**config.mk**
```make
export PLATFORM = sky130hd
export DESIGN_NAME = sliding_window_statistics
export DESIGN_NICKNAME = d
export VERILOG_FILES = /design/src/rtl/core/sws_pkg.sv /design/src/rtl/core/sliding_window_statistics.sv
export SDC_FILE = /design/constraint.sdc
export NUM_CORES = 2
export LEC_CHECK = 0
export BUFFER_PORTS_ARGS = -buffer_cell sky130_fd_sc_hd__buf_2
export CAP_MARGIN = 15
export CELL_PAD_IN_SITES_DETAIL_PLACEMENT = 1
export CELL_PAD_IN_SITES_GLOBAL_PLACEMENT = 2
export CORE_ASPECT_RATIO = 1.2
export CORE_MARGIN = 2
export CORE_UTILIZATION = 40
export CTS_BUF_LIST = sky130_fd_sc_hd__clkbuf_16
export CTS_CLUSTER_DIAMETER = 40
export DETAILED_ROUTE_END_ITERATION = 10
export PLACE_DENSITY = 0.76
export SETUP_SLACK_MARGIN = 0.2
export SLEW_MARGIN = 20
export SYNTH_ARGS = -nofsm -noshare
export SYNTH_HDL_FRONTEND = slang
export SYNTH_SLANG_ARGS = --single-unit
export TNS_END_PERCENT = 30
```
**constraint.sdc**
```tcl
create_clock -name clk -period 26.3 [get_ports clk]
set_clock_uncertainty 0.15 [all_clocks]
set_input_delay 0 -clock clk [delete_from_list [all_inputs] [get_ports clk]]
set_output_delay 0 -clock clk [all_outputs]
set_load 0.01 [all_outputs]
```
**src/rtl/core/sws_pkg.sv**
```systemverilog
// Package: constants, types and register codes for the sliding window statistics block.
package sws_pkg;

	localparam int WindowMaxDefault  = 64;
	localparam int SampleBitsDefault = 16;
	localparam int MinLength         = 3;
	localparam int LenBits           = 7;

	// Register byte addresses
	localparam logic [0:0] REG_WINDOW_LENGTH = 1'b0;

	// Sequencer states, one-hot
	typedef enum logic [8:0] {
		ST_IDLE  = 9'b000000001,
		ST_CLEAR = 9'b000000010,
		ST_READ  = 9'b000000100,
		ST_SCAN1 = 9'b000001000,
		ST_DIV   = 9'b000010000,
		ST_SCAN2 = 9'b000100000,
		ST_DIVSQ = 9'b001000000,
		ST_SQRT  = 9'b010000000,
		ST_OUT   = 9'b100000000
	} sws_state_t;

	// Operations of the shared divide and square root unit
	typedef enum logic [2:0] {
		OP_MEAN = 3'b001,
		OP_DEV  = 3'b010,
		OP_SQ   = 3'b100
	} sws_op_t;

endpackage

```
**src/rtl/core/sliding_window_statistics.sv**
```systemverilog
// Top level: windowed statistics of a Q8.8 sample stream with an iterative shared unit.
// The datapath is two scans of the one-write, one-read window memory, one shared restoring
// divider (one quotient bit per cycle) and one shared digit-by-digit root.
// s_tready is low while an item is at work or a result waits, so no new item is taken before
// the last one is through.
// Reset: asynchronous, active low; a clearing pass zeroes the memory after reset, after
// every window_length write and for every clear item, with s_tready low meanwhile.
module sliding_window_statistics #(
	parameter int WINDOW_MAX  = sws_pkg::WindowMaxDefault
) (
	input  logic        clk,
	input  logic        arst_n,
	input  logic        s_tvalid,
	output logic        s_tready,
	input  logic [15:0] s_tdata,  // [15:0] sample
	input  logic        s_tuser,  // [0] clear_window
	output logic        m_tvalid,
	input  logic        m_tready,
	// [16:0] velocity, [34:17] acceleration, [50:35] window_min, [66:51] window_max,
	// [88:67] window_sum, [104:89] window_mean, [120:105] std_dev,
	// [136:121] root_mean_square, [153:137] min_velocity, [170:154] max_velocity,
	// [188:171] min_acceleration, [206:189] max_acceleration, [207] zero fill
	output logic [207:0] m_tdata,
	input  logic        psel,
	input  logic        penable,
	input  logic        pwrite,
	input  logic [2:0]  paddr,
	input  logic [31:0] pwdata,
	output logic [31:0] prdata,
	output logic        pready
);
	import sws_pkg::*;

	localparam int SAMPLE_BITS = SampleBitsDefault;
	localparam int AW = (WINDOW_MAX > 1) ? $clog2(WINDOW_MAX) : 1;
	localparam int CW = $clog2(WINDOW_MAX + 1);
	localparam int SUMW = SAMPLE_BITS + CW + 1;
	localparam int SQW = 2 * SAMPLE_BITS + CW + 1;
	localparam int DW = SQW;
	localparam int QSTEPS = SQW;
	localparam int RW = SQW / 2 + 1;

	logic [SAMPLE_BITS-1:0] mem [WINDOW_MAX];
	logic [SAMPLE_BITS-1:0] rd_s1;

	sws_state_t state_q;
	sws_op_t    op_q;
	logic [CW-1:0] len_q, wp_q, k_q, clr_q;
	logic [LenBits-1:0] len_w;
	logic signed [SAMPLE_BITS-1:0] s_in;
	logic clear_q;
	logic [SAMPLE_BITS-1:0] samp_q;

	logic signed [SUMW-1:0] sum_q, mean_q;
	logic signed [SAMPLE_BITS-1:0] mn_q, mx_q, prv_q;
	logic signed [SAMPLE_BITS+1:0] pd_q, vmin_q, vmax_q, amin_q, amax_q, vel_q, acc_q;
	logic [SQW-1:0] sq_q, dev_q;
	logic rd_ok_q;

	// Shared divider / root state
	logic [DW-1:0] num_q, rem_q, quo_q;
	logic [$clog2(QSTEPS+1)-1:0] cnt_q;
	logic neg_q;
	logic [RW-1:0] root_q, dres_q;
	logic [15:0] std_q, rms_q;

	logic out_v_q;
	logic [207:0] out_q;

	logic wr_cfg;
	assign pready = 1'b1;
	assign wr_cfg = psel && penable && pwrite && (paddr[2] == REG_WINDOW_LENGTH);
	assign prdata = {{(32-CW){1'b0}}, len_q};
	assign len_w  = pwdata[LenBits-1:0];

	assign s_tready = (state_q == ST_IDLE) && !out_v_q;
	assign m_tvalid = out_v_q;
	assign m_tdata  = out_q;
	assign s_in     = s_tdata[SAMPLE_BITS-1:0];

	// Physical address of window element k in window order
	logic [CW:0] addr_sum;
	logic [AW-1:0] rd_addr;
	always_comb begin
		addr_sum = {1'b0, wp_q} + {1'b0, k_q};
		if (addr_sum >= {1'b0, len_q})
			addr_sum = addr_sum - {1'b0, len_q};
		rd_addr = addr_sum[AW-1:0];
	end

	// Memory: one write, one registered read per cycle
	logic mem_we;
	logic [AW-1:0] mem_wa;
	logic [SAMPLE_BITS-1:0] mem_wd;
	always_comb begin
		mem_we = 1'b0;
		mem_wa = rd_addr;
		mem_wd = samp_q;
		if (state_q == ST_CLEAR) begin
			mem_we = 1'b1;
			mem_wa = clr_q[AW-1:0];
			mem_wd = '0;
		end else if (state_q == ST_READ && !clear_q) begin
			mem_we = 1'b1;
			mem_wa = wp_q[AW-1:0];
		end
	end
	always_ff @(posedge clk) begin
		if (mem_we)
			mem[mem_wa] <= mem_wd;
		rd_s1 <= mem[rd_addr];
	end

	// Shared arithmetic: divider step and root step operands
	logic [DW-1:0] rem_sh, rem_sub;
	logic rem_ge;
	logic [RW+1:0] trial;
	logic [RW+1:0] rrem_sh;
	always_comb begin
		rem_sh  = {rem_q[DW-2:0], num_q[DW-1]};
		rem_ge  = rem_sh >= DW'(len_q);
		rem_sub = rem_sh - DW'(len_q);
		rrem_sh = {dres_q, num_q[DW-1:DW-2]};
		trial   = {root_q, 2'b01};
	end

	logic signed [SAMPLE_BITS-1:0] s_cur;
	logic signed [SAMPLE_BITS+1:0] d_cur, a_cur;
	logic signed [SUMW-1:0] e_cur;
	logic signed [SUMW-1:0] sum_nx;
	logic [CW-1:0] kr;
	always_comb begin
		s_cur  = rd_s1;
		d_cur  = (SAMPLE_BITS+2)'(s_cur) - (SAMPLE_BITS+2)'(prv_q);
		a_cur  = d_cur - pd_q;
		e_cur  = SUMW'(s_cur) - mean_q;
		sum_nx = sum_q + SUMW'(s_cur);
		kr     = k_q - CW'(1);
	end

	// Sequencer
	always_ff @(posedge clk or negedge arst_n) begin
		if (!arst_n) begin
			state_q <= ST_CLEAR;
			op_q    <= OP_MEAN;
			len_q   <= CW'(MinLength);
			wp_q    <= '0;
			k_q     <= '0;
			clr_q   <= '0;
			cnt_q   <= '0;
			rd_ok_q <= 1'b0;
			out_v_q <= 1'b0;
			clear_q <= 1'b0;
		end else begin
			if (out_v_q && m_tready)
				out_v_q <= 1'b0;
			if (wr_cfg) begin
				// Saturate and restart with a fresh window
				if (len_w < LenBits'(MinLength))
					len_q <= CW'(MinLength);
				else if (32'(len_w) > 32'(WINDOW_MAX))
					len_q <= CW'(WINDOW_MAX);
				else
					len_q <= CW'(len_w);
				wp_q    <= '0;
				clr_q   <= '0;
				state_q <= ST_CLEAR;
			end else begin
				unique case (state_q)
					ST_IDLE: begin
						if (s_tvalid && s_tready) begin
							clear_q <= s_tuser;
							clr_q   <= '0;
							state_q <= ST_READ;
						end
					end
					ST_CLEAR: begin
						clr_q <= clr_q + CW'(1);
						if (clr_q == CW'(WINDOW_MAX - 1)) begin
							wp_q <= '0;
							state_q <= clear_q ? ST_READ : ST_IDLE;
						end
					end
					ST_READ: begin
						// Push or clear, then start the first scan
						if (clear_q && clr_q == '0) begin
							state_q <= ST_CLEAR;
						end else begin
							clear_q <= 1'b0;
							if (!clear_q)
								wp_q <= (wp_q + CW'(1) == len_q) ? '0 : wp_q + CW'(1);
							k_q     <= '0;
							rd_ok_q <= 1'b0;
							state_q <= ST_SCAN1;
						end
					end
					ST_SCAN1: begin
						rd_ok_q <= 1'b1;
						if (k_q != len_q)
							k_q <= k_q + CW'(1);
						if (rd_ok_q && kr == len_q - CW'(1)) begin
							num_q   <= sum_nx[SUMW-1] ? DW'(-sum_nx) : DW'(sum_nx);
							neg_q   <= sum_nx[SUMW-1];
							rem_q   <= '0;
							cnt_q   <= '0;
							op_q    <= OP_MEAN;
							state_q <= ST_DIV;
						end
					end
					ST_DIV: begin
						// One quotient bit per cycle
						num_q <= {num_q[DW-2:0], 1'b0};
						rem_q <= rem_ge ? rem_sub : rem_sh;
						quo_q <= {quo_q[DW-2:0], rem_ge};
						cnt_q <= cnt_q + 1'b1;
						if (cnt_q == ($bits(cnt_q))'(QSTEPS - 1)) begin
							cnt_q <= '0;
							unique case (op_q)
								OP_MEAN: begin
									k_q     <= '0;
									rd_ok_q <= 1'b0;
									state_q <= ST_SCAN2;
								end
								OP_DEV, OP_SQ: begin
									num_q   <= {quo_q[DW-2:0], rem_ge};
									root_q  <= '0;
									dres_q  <= '0;
									state_q <= ST_SQRT;
								end
								default: state_q <= ST_IDLE;
							endcase
						end
					end
					ST_SCAN2: begin
						rd_ok_q <= 1'b1;
						if (k_q != len_q)
							k_q <= k_q + CW'(1);
						if (rd_ok_q && kr == len_q - CW'(1)) begin
							state_q <= ST_DIVSQ;
						end
					end
					ST_DIVSQ: begin
						num_q   <= (op_q == OP_MEAN) ? dev_q : sq_q;
						op_q    <= (op_q == OP_MEAN) ? OP_DEV : OP_SQ;
						rem_q   <= '0;
						cnt_q   <= '0;
						state_q <= ST_DIV;
					end
					ST_SQRT: begin
						// One root bit per cycle, two radicand bits consumed
						num_q <= {num_q[DW-3:0], 2'b00};
						if (rrem_sh >= trial) begin
							dres_q <= RW'(rrem_sh - trial);
							root_q <= {root_q[RW-2:0], 1'b1};
						end else begin
							dres_q <= RW'(rrem_sh);
							root_q <= {root_q[RW-2:0], 1'b0};
						end
						cnt_q <= cnt_q + 1'b1;
						if (cnt_q == ($bits(cnt_q))'(QSTEPS/2 - 1)) begin
							cnt_q <= '0;
							state_q <= (op_q == OP_DEV) ? ST_DIVSQ : ST_OUT;
						end
					end
					ST_OUT: begin
						out_v_q <= 1'b1;
						state_q <= ST_IDLE;
					end
					default: state_q <= ST_IDLE;
				endcase
			end
		end
	end

	// Datapath registers
	logic [RW-1:0] root_fin;
	assign root_fin = (rrem_sh >= trial) ? {root_q[RW-2:0], 1'b1} : {root_q[RW-2:0], 1'b0};
	always_ff @(posedge clk) begin
		if (state_q == ST_IDLE && s_tvalid && s_tready)
			samp_q <= s_in;
		if (state_q == ST_READ) begin
			sum_q <= '0;
			sq_q  <= '0;
			dev_q <= '0;
		end
		if (state_q == ST_SCAN1 && rd_ok_q && kr < len_q) begin
			sum_q <= sum_nx;
			sq_q  <= sq_q + SQW'(s_cur * s_cur);
			prv_q <= s_cur;
			if (kr == '0 || s_cur < mn_q) mn_q <= s_cur;
			if (kr == '0 || s_cur > mx_q) mx_q <= s_cur;
			if (kr != '0) begin
				pd_q <= d_cur;
				vel_q <= d_cur;
				if (kr == CW'(1) || d_cur < vmin_q) vmin_q <= d_cur;
				if (kr == CW'(1) || d_cur > vmax_q) vmax_q <= d_cur;
				if (kr >= CW'(2)) begin
					acc_q <= a_cur;
					if (kr == CW'(2) || a_cur < amin_q) amin_q <= a_cur;
					if (kr == CW'(2) || a_cur > amax_q) amax_q <= a_cur;
				end
			end
		end
		if (state_q == ST_DIV && op_q == OP_MEAN && cnt_q == ($bits(cnt_q))'(QSTEPS - 1))
			mean_q <= neg_q ? -SUMW'({quo_q[DW-2:0], rem_ge}) : SUMW'({quo_q[DW-2:0], rem_ge});
		if (state_q == ST_SCAN2 && rd_ok_q && kr < len_q)
			dev_q <= dev_q + SQW'(e_cur * e_cur);
		if (state_q == ST_SQRT && cnt_q == ($bits(cnt_q))'(QSTEPS/2 - 1)) begin
			if (op_q == OP_DEV) std_q <= 16'(root_fin);
			else rms_q <= 16'(root_fin);
		end
		if (state_q == ST_OUT)
			out_q <= {1'b0, 18'(amax_q), 18'(amin_q), 17'(vmax_q), 17'(vmin_q), rms_q, std_q,
				16'(mean_q), 22'(sum_q), 16'(mx_q), 16'(mn_q), 18'(acc_q), 17'(vel_q)};
	end

	logic unused_ok;
	assign unused_ok = ^{pwdata[31:LenBits], paddr[1:0]};

endmodule

```
==> impl_metrics.yaml <==
cts:
  root_buffer: "clkbuf_16"
  cts_tree: "built"
  htree_levels: 5
  clockBufferDepth: 4
  clock_sinks: 1786
  cts_resized: 0
  worstSkewPairLatency_ns: 0.83
  cts_buffers: 276
  path_clk_slew_ns: 0.05
place:
  place_hpwl_um: 217000
  dp_slack_ns: 14.17
  portBuffers: 247
  place_congestion: 0.836
route:
  drtAntennaViolNets: 0
  routed_via_density: 5.39
  routed_wl_um: 317000
  dr_total_vias: 70952
  dr.pass1.iters: 6
  wl_per_cell_um: 24.1
  drtIter0Drc: 4652
  drc: 0
worst_hold_path:
  hold_path_class: "in2reg"
  worstHoldStart: "pwdata[6]"
floorplan:
  ioPinCount: 302
  start_util: 0.403
  fp.dieH_um: 565
  die_w_um: 471
  row_count: 205
  die-area_mm2: 0.266
  core_mm2: 0.260
setup_path:
  cp_max_fo: 17
  arrival_ns: 12.53
  startpoint: "rd_s1[0]"
  worstSetupPathType: "reg2reg"
  crit_slowest_cell: "clkinv_1"
  startpoint_type: "flop"
  crit_top_cell: "fa_1"
  cp-end-kind: "flop"
  cpPeakStageDelay_ns: 0.75
  r2r-start: "rd_s1[0]"
  crit_buf_inv: 9
  crit_required_ns: 26.66
  cp_top_family: "adder cells"
yosys:
  synth.avg_cell_area_um2: 11.5
  yosys.cell_types.count: 87
  synthCells: 9096
  ys_seq_elements: 1786
  yosysWarnings: 0
  ys_seq_area_frac: 0.508
  synth_top_area_share: 0.493
  yosysMostFrequentCell: "edfxtp_1"
  synth.largest_area_cell: "edfxtp_1"
  synth_edf_count: 1721
  ys_top_cells_by_area: "edfxtp_1 (49%), fa_1 (14%), ha_1 (6.1%), nand2_1 (5.0%), inv_1 (4.2%)"
  synthTopCellsByCount: "edfxtp_1 (1721), nand2_1 (1410), inv_1 (1180)"
  syn_area_mm2: 0.105
  synthArstFlopShare: 0.0274
  ys.flop_type: "edfxtp_1"
global_routing:
  antenna_found_initial: 11
  grt_max_degree: 180
  grt_pass1_vias: 78766
  grt_pass1_wl_um: 484000
  track_usage: 0.239
  gr-total-overflow: 0
sta:
  slew_headroom: 0.208
  hold_ws_ns: 0.115
  tns_ns: 0
  setup_viol_count_final: 0
  min_period_over_period: 0.463
  fin_crit_ns: 12.17
  fin_ws_ns: 14.13
  fmax_ghz: 0.0822
  slew_violations: 0
  rsz0062_at_grt: "false"
  hold_viol: 0
  worst_pin_slew_ns: 1.18
cells_and_area:
  n_fill_cell: 27310
  drive_gt1_frac: 0.107
  syn2layout_area_growth_pct: 15.5
  nets: 10843
run_status:
  outcome: "completed"
flow_run:
  drv_cap: 0
-- cell usage in the layout (no fill, tap or decap), types with 59 or more instances in the layout --
cell type      count
xnor2_1          230
buf_2            247
edfxtp_1        1721
nor3_1            59
nand3_1          561
nor2_1           499
a21o_1            98
clkbuf_16        282
buf_4            166
ha_1             508
mux2i_1          113
a21oi_1          267
xor2_1           101
dlygate4sd3_1     61
fa_1             752
a32oi_1           60
inv_1           1205
o21ai_0          189
nand2_1         1407
nand4_1          149
and2_1            71
-- through the flow --
stage | util | std cells | cell area, um2
3_3_place_gp | 0.427 | 12596 | 111000
4_1_cts | 0.465 | 13151 | 121000
6_report | 0.465 | 13157 | 121000
5_1_grt | 0.465 | 13154 | 121000
2_1_floorplan | - | 9121 | 105000
3_5_place_dp | 0.427 | 12598 | 111000
-- layout make-up --
cell class | count | area (um2) | area share
clock buffer | 282 | 7060 | 0.0583
clock inverter | 210 | 2210 | 0.0182
timing repair buffer | 481 | 3240 | 0.0268
tap | 3415 | 4270 | 0.0353
multi-input combinational | 5788 | 46600 | 0.385
sequential | 1786 | 53200 | 0.440
inverter | 1191 | 4470 | 0.0369
antenna | 4 | 10.0 | 0.0000827
-- timing repair --
action / 4_1_cts / 5_1_grt
endpoints found under the hold margin: 101 / 0
hold buffers: 61 / 0
buffers inserted: 0 / 0
-- metal layers --
layer | up-vias | GRT usage | wire length (um)
li1 | 31938 | - | -
met1 | 37009 | 0.289 | 127000
met2 | 1495 | 0.436 | 167000
met3 | 510 | 0.0284 | 12400
met4 | 0 | 0.0842 | 11400
met5 | - | 0 | 0
-- path summary, 6_finish.rpt --
| kind | slack (ns) | cells after the start | end |
|---|---|---|---|
| worst min register to register | 0.27 | 0 | m_tdata[28] |
| min in group asynchronous | 0.26 | 4 | m_tvalid |
| max in group asynchronous | 25.19 | 4 | state_q[7] |
| worst max-delay path | 14.13 | 40 | dev_q[39] |
| worst min-delay path | 0.12 | 4 | len_q[5] |
| worst max register to register | 14.13 | 40 | dev_q[39] |
-- worst reg2reg max path: cells and delay by family, from the launching register on --
family | cells | cell delay [ns]
AOI/OAI and AO/OA | 11 | 3.08
xor gates and xnor gates | 2 | 0.29
adders and majority gates | 10 | 4.42
buffers and inverters | 9 | 1.98
DFF | 1 | 0.29
and+or+nand+nor | 8 | 1.63
-- state kept, by name, indices dropped and copies added, names as in the netlist, 18 cells and up --
register and flops:
rem_q 39, num_q 40, dres_q 21, mem 1024, sq_q 40, quo_q 39
m_tdata 207, acc_q 18, dev_q 40, mean_q 24, sum_q 24, amin_q 18
root_q 21, amax_q 18
-- logic make-up (layout without fill, tap and decap cells) --
| family | Yosys count | count (layout) | synth area share |
|---|---|---|---|
| adders and majority gates | 1260 | 1260 | 0.204 |
| and+or+nand+nor | 3096 | 3096 | 0.133 |
| AOI/OAI and AO/OA | 936 | 936 | 0.0582 |
| DFF | 1786 | 1786 | 0.508 |
| muxes | 130 | 130 | 0.0126 |
| buffers and inverters | 1547 | 2164 | 0.0563 |
| other | 2 | 31 | 0.0000716 |
| xor gates and xnor gates | 339 | 339 | 0.0285 |
Power is not shown: default switching activity piles up to over one toggle a cycle in this logic, so the estimate is an artifact.
